File: config.mk
export PLATFORM = sky130hd
export DESIGN_NAME = can_fd_message_segmenter_top
export DESIGN_NICKNAME = d
export VERILOG_FILES = /design/src/hdl/canseg_pkg.sv /design/src/hdl/canseg_engine.sv /design/src/hdl/can_fd_message_segmenter_top.sv
export SDC_FILE = /design/constraint.sdc
export NUM_CORES = 1
export LEC_CHECK = 0
export BUFFER_PORTS_ARGS = -buffer_cell sky130_fd_sc_hd__buf_2
export CAP_MARGIN = 10
export CORE_MARGIN = 1.5
export CORE_UTILIZATION = 45
export CTS_BUF_LIST = sky130_fd_sc_hd__clkbuf_8
export CTS_CLUSTER_SIZE = 14
export DETAILED_ROUTE_END_ITERATION = 16
export MAX_ROUTING_LAYER = met4
export PLACE_DENSITY = 0.67
export SLEW_MARGIN = 20
export SYNTH_ARGS = -nofsm -noshare
export SYNTH_HDL_FRONTEND = slang
export SYNTH_SLANG_ARGS = --single-unit
export TNS_END_PERCENT = 10
File: constraint.sdc
create_clock -name clock -period 17.01 [get_ports clock]
set_clock_uncertainty 0.05 [all_clocks]
set_input_delay 3.402 -clock clock [delete_from_list [all_inputs] [get_ports clock]]
set_output_delay 3.402 -clock clock [all_outputs]
set_load 0.03 [all_outputs]
File: src/hdl/canseg_pkg.sv
// shared types and constants for the can fd message segmenter
// no dependencies; imported by canseg_engine and can_fd_message_segmenter_top
`default_nettype none

package canseg_pkg;

   // frame type bytes carried in byte 0 of every frame
   localparam logic [7:0] TYPE_START = 8'h01;
   localparam logic [7:0] TYPE_CONT  = 8'h02;
   localparam logic [7:0] TYPE_END   = 8'h03;

   // frame kind codes on the result channel
   localparam logic [1:0] KIND_START = 2'd0;
   localparam logic [1:0] KIND_CONT  = 2'd1;
   localparam logic [1:0] KIND_END   = 2'd2;

   // register map
   localparam int          CSR_ADDR_W    = 3;
   localparam logic        REG_FRAME_ID  = 1'b0;
   localparam logic [28:0] FRAME_ID_RESET = 29'd1536;

   // one result item
   typedef struct packed {
      logic [63:0] frame_word;
      logic [2:0]  word_index;
      logic [1:0]  frame_kind;
      logic [28:0] can_id;
      logic        frame_done;
      logic        message_done;
      logic        run_last;
   } result_type;

endpackage

`default_nettype wire

File: src/hdl/canseg_engine.sv
// segmenting engine: input item register, frame state and result register
// depends on canseg_pkg
`default_nettype none

module canseg_engine #(
   parameter int FRAME_BYTES = 64
) (
   input  wire                     clock,
   input  wire                     reset,
   input  wire [28:0]              frame_id,
   input  wire                     req_valid,
   output logic                    req_ready,
   input  wire [7:0]               req_data_byte,
   input  wire                     req_has_byte,
   input  wire                     req_message_end,
   output logic                    rsp_valid,
   input  wire                     rsp_ready,
   output canseg_pkg::result_type  rsp_item
);
   import canseg_pkg::*;

   localparam int POS_W = $clog2(FRAME_BYTES);
   localparam int IDX_W = POS_W - 3;
   localparam logic [POS_W:0]   FRAME_LEN = FRAME_BYTES[POS_W:0];
   localparam logic [IDX_W-1:0] LAST_IDX  = IDX_W'((FRAME_BYTES - 1) / 8);
   localparam logic [POS_W-1:0] HDR_POS   = POS_W'(2);

   typedef enum logic [1:0] {ST_BYTE, ST_PAD_DATA, ST_PAD_END} state_type;

   // registers
   state_type        state_ff, state_in;
   logic             item_valid_ff, item_valid_in;
   logic [7:0]       item_byte_ff, item_byte_in;
   logic             item_has_ff, item_has_in;
   logic             item_end_ff, item_end_in;
   logic [7:0]       seq_ff, seq_in;
   logic [POS_W-1:0] pos_ff, pos_in;
   logic [63:0]      acc_ff, acc_in;
   logic             open_ff, open_in;
   logic             start_sent_ff, start_sent_in;
   logic             rsp_valid_ff, rsp_valid_in;
   result_type       rsp_ff, rsp_in;

   logic             out_free;
   logic             consume;

   assign out_free  = !rsp_valid_ff || rsp_ready;
   assign req_ready = !item_valid_ff || consume;
   assign rsp_valid = rsp_valid_ff;
   assign rsp_item  = rsp_ff;

   // next state of the frame builder
   always_comb begin
      logic [63:0]      b_acc;
      logic [63:0]      b_word;
      logic [POS_W-1:0] b_pos;
      logic [POS_W:0]   b_inc;
      logic [7:0]       b_seq;
      logic             b_open;
      logic             b_start;
      logic [1:0]       b_kind;
      logic             b_full;
      logic             p_last;

      state_in      = state_ff;
      seq_in        = seq_ff;
      pos_in        = pos_ff;
      acc_in        = acc_ff;
      open_in       = open_ff;
      start_sent_in = start_sent_ff;
      consume       = 1'b0;
      rsp_valid_in  = rsp_valid_ff && !rsp_ready;
      rsp_in        = rsp_ff;

      b_acc   = acc_ff;
      b_word  = 64'd0;
      b_pos   = pos_ff;
      b_inc   = '0;
      b_seq   = seq_ff;
      b_open  = open_ff;
      b_start = start_sent_ff;
      b_kind  = start_sent_ff ? KIND_CONT : KIND_START;
      b_full  = 1'b0;
      p_last  = pos_ff[POS_W-1:3] == LAST_IDX;

      case (state_ff)
         ST_BYTE: begin
            if (item_valid_ff && out_free) begin
               consume = 1'b1;
               if (item_has_ff) begin
                  // open a start or continuation frame with its header
                  if (!open_ff) begin
                     b_acc  = {48'd0, seq_ff, start_sent_ff ? TYPE_CONT : TYPE_START};
                     b_pos  = HDR_POS;
                     b_seq  = seq_ff + 8'd1;
                     b_open = 1'b1;
                  end
                  // place the payload byte, emit on word end or frame end
                  b_word = b_acc | ({56'd0, item_byte_ff} << {b_pos[2:0], 3'b000});
                  b_inc  = {1'b0, b_pos} + 1'b1;
                  b_full = b_inc == FRAME_LEN;
                  if (b_inc[2:0] == 3'd0 || b_full) begin
                     rsp_valid_in         = 1'b1;
                     rsp_in.frame_word    = b_word;
                     rsp_in.word_index    = 3'(b_pos[POS_W-1:3]);
                     rsp_in.frame_kind    = b_kind;
                     rsp_in.can_id        = frame_id;
                     rsp_in.frame_done    = b_full;
                     rsp_in.message_done  = 1'b0;
                     rsp_in.run_last      = !item_end_ff;
                     b_acc = 64'd0;
                  end else begin
                     b_acc = b_word;
                  end
                  if (b_full) begin
                     b_open = 1'b0;
                     b_pos  = '0;
                     if (!start_sent_ff) begin
                        b_start = 1'b1;
                     end
                  end else begin
                     b_pos = b_inc[POS_W-1:0];
                  end
               end
               state_in      = ST_BYTE;
               seq_in        = b_seq;
               pos_in        = b_pos;
               acc_in        = b_acc;
               open_in       = b_open;
               start_sent_in = b_start;
               // message end: pad the open frame, or open the needed frame
               if (item_end_ff) begin
                  if (b_open) begin
                     state_in = ST_PAD_DATA;
                  end else if (!b_start) begin
                     acc_in   = {48'd0, b_seq, TYPE_START};
                     pos_in   = HDR_POS;
                     open_in  = 1'b1;
                     seq_in   = b_seq + 8'd1;
                     state_in = ST_PAD_DATA;
                  end else begin
                     acc_in   = {48'd0, b_seq, TYPE_END};
                     pos_in   = HDR_POS;
                     open_in  = 1'b1;
                     state_in = ST_PAD_END;
                  end
               end
            end
         end
         ST_PAD_DATA, ST_PAD_END: begin
            // one zero-padded word per cycle while the result register is free
            if (out_free) begin
               rsp_valid_in         = 1'b1;
               rsp_in.frame_word    = acc_ff;
               rsp_in.word_index    = 3'(pos_ff[POS_W-1:3]);
               rsp_in.frame_kind    = (state_ff == ST_PAD_END) ? KIND_END : b_kind;
               rsp_in.can_id        = frame_id;
               rsp_in.frame_done    = p_last;
               rsp_in.message_done  = p_last && state_ff == ST_PAD_END;
               rsp_in.run_last      = p_last && state_ff == ST_PAD_END;
               acc_in = 64'd0;
               if (!p_last) begin
                  pos_in = {pos_ff[POS_W-1:3] + 1'b1, 3'b000};
               end else if (state_ff == ST_PAD_DATA) begin
                  // data frame closed, end frame follows at once
                  acc_in   = {48'd0, seq_ff, TYPE_END};
                  pos_in   = HDR_POS;
                  open_in  = 1'b1;
                  state_in = ST_PAD_END;
               end else begin
                  // message finished
                  open_in       = 1'b0;
                  pos_in        = '0;
                  seq_in        = 8'd0;
                  start_sent_in = 1'b0;
                  state_in      = ST_BYTE;
               end
            end
         end
         default: begin
            state_in = ST_BYTE;
         end
      endcase
   end

   // input item register
   always_comb begin
      item_valid_in = item_valid_ff && !consume;
      item_byte_in  = item_byte_ff;
      item_has_in   = item_has_ff;
      item_end_in   = item_end_ff;
      if (req_valid && req_ready) begin
         item_valid_in = 1'b1;
         item_byte_in  = req_data_byte;
         item_has_in   = req_has_byte;
         item_end_in   = req_message_end;
      end
   end

   // state and registered outputs
   always_ff @(posedge clock) begin
      if (reset) begin
         state_ff      <= ST_BYTE;
         item_valid_ff <= 1'b0;
         seq_ff        <= 8'd0;
         pos_ff        <= '0;
         acc_ff        <= 64'd0;
         open_ff       <= 1'b0;
         start_sent_ff <= 1'b0;
         rsp_valid_ff  <= 1'b0;
      end else begin
         state_ff      <= state_in;
         item_valid_ff <= item_valid_in;
         seq_ff        <= seq_in;
         pos_ff        <= pos_in;
         acc_ff        <= acc_in;
         open_ff       <= open_in;
         start_sent_ff <= start_sent_in;
         rsp_valid_ff  <= rsp_valid_in;
      end
      item_byte_ff <= item_byte_in;
      item_has_ff  <= item_has_in;
      item_end_ff  <= item_end_in;
      rsp_ff       <= rsp_in;
   end

endmodule

`default_nettype wire

File: src/hdl/can_fd_message_segmenter_top.sv
// top level of the can fd message segmenter: register port and engine
// depends on canseg_pkg and canseg_engine
//
// Usage:
//   req_* carries a message one byte per item (has_byte, message_end marks
//   the last byte or, with has_byte low, ends the message without a byte).
//   rsp_* returns 64-bit frame words, one per item, eight per 64-byte frame.
//   csr_* is a register port holding frame_id at byte address 0.
// Path: a word that a byte completes passes the input register, then the
//   result register.
// Throughput: one byte item per cycle while the result side keeps up. A
//   message end runs, on the same condition, one word per cycle: the padding
//   words of the open frame plus the eight of the end frame (up to 16),
//   during which the input register holds one waiting item and then stalls.
// Reset: no frame open, sequence at 0, frame_id back to 0x600, both
//   channels empty.
// Stall: while a held word sees rsp_ready low, the result register keeps it
//   and the engine and input side stop until it is taken.
`default_nettype none

module can_fd_message_segmenter_top #(
   parameter int FRAME_BYTES = 64
) (
   input  wire                          clock,
   input  wire                          reset,
   // register port
   input  wire                          csr_psel,
   input  wire                          csr_penable,
   input  wire                          csr_pwrite,
   input  wire [canseg_pkg::CSR_ADDR_W-1:0] csr_paddr,
   input  wire [31:0]                   csr_pwdata,
   output logic [31:0]                  csr_prdata,
   output logic                         csr_pready,
   // input items
   input  wire                          req_valid,
   output logic                         req_ready,
   input  wire [7:0]                    req_data_byte,
   input  wire                          req_has_byte,
   input  wire                          req_message_end,
   // result items
   output logic                         rsp_valid,
   input  wire                          rsp_ready,
   output logic [63:0]                  rsp_frame_word,
   output logic [2:0]                   rsp_word_index,
   output logic [1:0]                   rsp_frame_kind,
   output logic [28:0]                  rsp_can_id,
   output logic                         rsp_frame_done,
   output logic                         rsp_message_done,
   output logic                         rsp_run_last
);
   import canseg_pkg::*;

   logic [28:0] frame_id_ff, frame_id_in;
   logic        csr_write;
   logic        csr_hit;
   result_type  rsp_item;

   // register decode
   assign csr_pready = 1'b1;
   assign csr_hit    = csr_paddr[2] == REG_FRAME_ID;
   assign csr_write  = csr_psel && csr_penable && csr_pwrite && csr_pready;
   assign csr_prdata = csr_hit ? {3'd0, frame_id_ff} : 32'd0;

   always_comb begin
      frame_id_in = frame_id_ff;
      if (csr_write && csr_hit) begin
         frame_id_in = csr_pwdata[28:0];
      end
   end

   always_ff @(posedge clock) begin
      if (reset) begin
         frame_id_ff <= FRAME_ID_RESET;
      end else begin
         frame_id_ff <= frame_id_in;
      end
   end

   // segmenting engine
   canseg_engine #(
      .FRAME_BYTES (FRAME_BYTES)
   ) u_engine (
      .clock           (clock),
      .reset           (reset),
      .frame_id        (frame_id_ff),
      .req_valid       (req_valid),
      .req_ready       (req_ready),
      .req_data_byte   (req_data_byte),
      .req_has_byte    (req_has_byte),
      .req_message_end (req_message_end),
      .rsp_valid       (rsp_valid),
      .rsp_ready       (rsp_ready),
      .rsp_item        (rsp_item)
   );

   // result fields
   assign rsp_frame_word   = rsp_item.frame_word;
   assign rsp_word_index   = rsp_item.word_index;
   assign rsp_frame_kind   = rsp_item.frame_kind;
   assign rsp_can_id       = rsp_item.can_id;
   assign rsp_frame_done   = rsp_item.frame_done;
   assign rsp_message_done = rsp_item.message_done;
   assign rsp_run_last     = rsp_item.run_last;

endmodule

`default_nettype wire

==> flow_metrics.tcl <==
set metrics [dict create \
    wl_per_cell_um 17.4 \
    whs_ns 0.399 \
    grt_max_degree 89 \
    vias 7622 \
    worstSetupPathType "in2out" \
    power_per_cell_area_nw_per_um2 115 \
    p_leak_nw 4.46 \
    synthSimpleGateAreaFrac_pct 15.4 \
    syn_area_um2 9600 \
    cts_root_buf "clkbuf_8" \
    start_util_pct 45.8 \
    critPathArrivalTime_ns 4.11 \
    worst-r2r-cell-count 11 \
    io_pins 188 \
    via_per_inst 5.60 \
    die_w_um 149 \
    clk_path_buf_depth 3 \
    grt_setup_unrepaired "false" \
    synthXorXnorAreaFrac_pct 0.547 \
    cap_violations 0 \
    die_h_um 149 \
    groute.layer.met2.usage_pct 32.0 \
    path_clk_slew_ns 0.06 \
    final_net_count 1119 \
    r2r_setup_slack_ns 12.49 \
    worst_pin_slew_ns 1.02 \
    status "completed" \
    yosys.area_share.adder_pct 1.30 \
    cp_cell_sequence "buf_2, nor2b_1, buf_2" \
    critPathMaxStageDelay_ns 0.40 \
    ant_nets 0 \
    slew_violations 0 \
    met3_usage_pct 4.25 \
    gr-usage-all-layers_pct 21.5 \
    min_from "frame_id_ff[23]$_SDFFE_PP0P_" \
    die_area_um2 22200 \
    portBuffers 178 \
    endpoint_kind "primary output" \
    core_um2 21000 \
    async_reset_ff_share_pct 0 \
    holdBufCountCts 0 \
    avgSynthCellArea_um2 10.7 \
    drive_gt1_share_pct 24.5 \
    crit_fanout 31 \
    hold_depth 0 \
    synth_edf_count 111 \
    p_switching_w 0.000383 \
    cts_resized 0 \
    grt_overflow 0 \
    combPwrFrac_pct 15.7 \
    ys_warn_count 0 \
    h-tree-depth 2 \
    first_pass_iters 7 \
    cts_tree "done" \
    rows 53 \
    p_int_w 0.000931 \
    yosysUniqueCellTypes 72 \
    final_common_cell "buf_2" \
    final.setup.tns_ns 0 \
    min_period_over_period_pct 44.4 \
    swShare_pct 29.2 \
    syn_inst 900 \
    period_minus_slack_ns 7.56 \
    drt_iter0_drc 592 \
    synth_compound_area_share_pct 19.7 \
    met1_usage_pct 29.7 \
    mostFrequentLayoutCells "buf_2 (178), dfxtp_1 (113), edfxtp_1 (111)" \
    ys_ff_latch 224 \
    ir_drop_v 0.0000638 \
    start_kind "input pin" \
    cp_num_buf_inv 2 \
    hold_class "reg2reg" \
    max_freq_mhz 132 \
    grt-busiest-layer "met2" \
    area_growth_pct 18.8 \
    n_antenna_cell 0 \
    drt-total-wl_mm 23.6 \
    cp_common_cell "buf_2" \
    slowest_stage "buf_2" \
    cts_setup_buffers 0 \
    maxSlewHeadroom_pct 30.9 \
    critical_path.top_delay_family "buffers and inverters" \
    synth_top_family_by_area "compound AO/OA/AOI/OAI gates" \
    synth_flop_cell "dfxtp_1" \
    synthMuxAreaShare_pct 0.547 \
    r2r_start "u_engine.open_ff$_SDFFE_PP0P_" \
    grt_antenna_before_repair 0 \
    clk_latency_ns 0.53 \
    ys_seq_area_share_pct 58.3 \
    cts_buffers 38 \
    place_hpwl_mm 15.1 \
    grt_pass1_wl_mm 36.9 \
    cts_sinks 224 \
    routabilityCongestion 0.878 \
    pwr-share-clk_pct 37.2 \
    setup_viol 0 \
    rr_endpoint "u_engine.acc_ff[19]$_SDFFE_PP0P_" \
    worstPathRequired_ns 13.56 \
    hold_viol_final 0 \
    hold-path-endpoint "u_engine.rsp_item[26]$_DFFE_PP_" \
    drc 0 \
    first_global_vias 6992 \
    seqPwrFrac_pct 47.1 \
]
how the worst max path moves through the flow:
stage | from | to | slack [ns] | cells past startpoint
3_3_place_gp | rsp_ready | req_ready | 9.46 | 5
6_report | csr_paddr[2] | csr_prdata[23] | 9.45 | 3
4_1_cts | csr_paddr[2] | csr_prdata[23] | 9.43 | 3
3_5_place_dp | csr_paddr[2] | csr_prdata[23] | 9.43 | 3
5_1_grt | csr_paddr[2] | csr_prdata[23] | 9.36 | 3
2_1_floorplan | rsp_ready | u_engine.rsp_item[0]$_DFFE_PP_ | 7.43 | 4
kinds of logic after synthesis:
logic type / Yosys count
mux: 5
xor+xnor: 6
buf+inv: 92
fa+ha+maj: 10
other cells: 2
simple gates: 289
flops: 224
compound gates: 272
state kept, by name, indices dropped and copies added (netlist names), 2 cells and up:
name / cells
u_engine.rsp_item: 101
u_engine.acc_ff: 64
frame_id_ff: 29
u_engine.item_byte_ff: 8
u_engine.seq_ff: 8
u_engine.pos_ff: 6
u_engine.state_ff: 2
power groups by stage:
stage               combinational, W  sequential [W]  clock (W)
floorplan                   0.000141        0.000639          0
global route                0.000227        0.000622   0.000529
CTS                         0.000205        0.000619   0.000501
detailed placement          0.000204        0.000630          0
finish                      0.000207        0.000619   0.000489
global placement            0.000203        0.000630          0
Yosys cell counts (7+ instances only):
| cell | instances | area share (%) |
|---|---|---|
| nand2_1 | 96 | 3.8 |
| a31oi_1 | 17 | 1.1 |
| nor2b_1 | 33 | 2.1 |
| nor3_1 | 11 | 0.57 |
| edfxtp_1 | 111 | 35 |
| a22o_1 | 67 | 6.1 |
| clkbuf_1 | 56 | 2.2 |
| o2bb2ai_1 | 7 | 0.64 |
| a211oi_1 | 10 | 0.78 |
| buf_4 | 10 | 0.78 |
| nand3_1 | 17 | 0.89 |
| o21ai_0 | 27 | 1.4 |
| nor2_1 | 70 | 2.7 |
| inv_1 | 16 | 0.63 |
| a21oi_1 | 86 | 4.5 |
| dfxtp_1 | 113 | 24 |
| ha_1 | 10 | 1.3 |
routing by layer:
layer	vias to the layer above	share of wire, %
met1	3618	45
met5	-	0
met2	312	46
met4	0	1.6
li1	3658	-
met3	34	7.4
metrics by stage:
stage                     power [W]  setup WS (ns)  instances  util, %  instance area [µm²]
after floorplan            0.000780           7.43        902        -                 9610
after global placement     0.000833           9.46       1292     50.6                10600
after detailed placement   0.000834           9.43       1292     50.6                10600
after CTS                   0.00132           9.43       1361     54.4                11400
after global routing        0.00138           9.36       1361     54.4                11400
final                       0.00131           9.45       1361     54.4                11400
area by class of cell:
class / count / area, µm²
clock buffers: 48 / 661
clock inverters: 21 / 134
fillers: 1896 / 9550
inverters: 18 / 67.6
multi-input cells: 586 / 3630
flip-flops and latches: 224 / 5600
well taps: 275 / 344
repair buffers: 189 / 977
No activity file was read; power rests on OpenSTA's default activity.
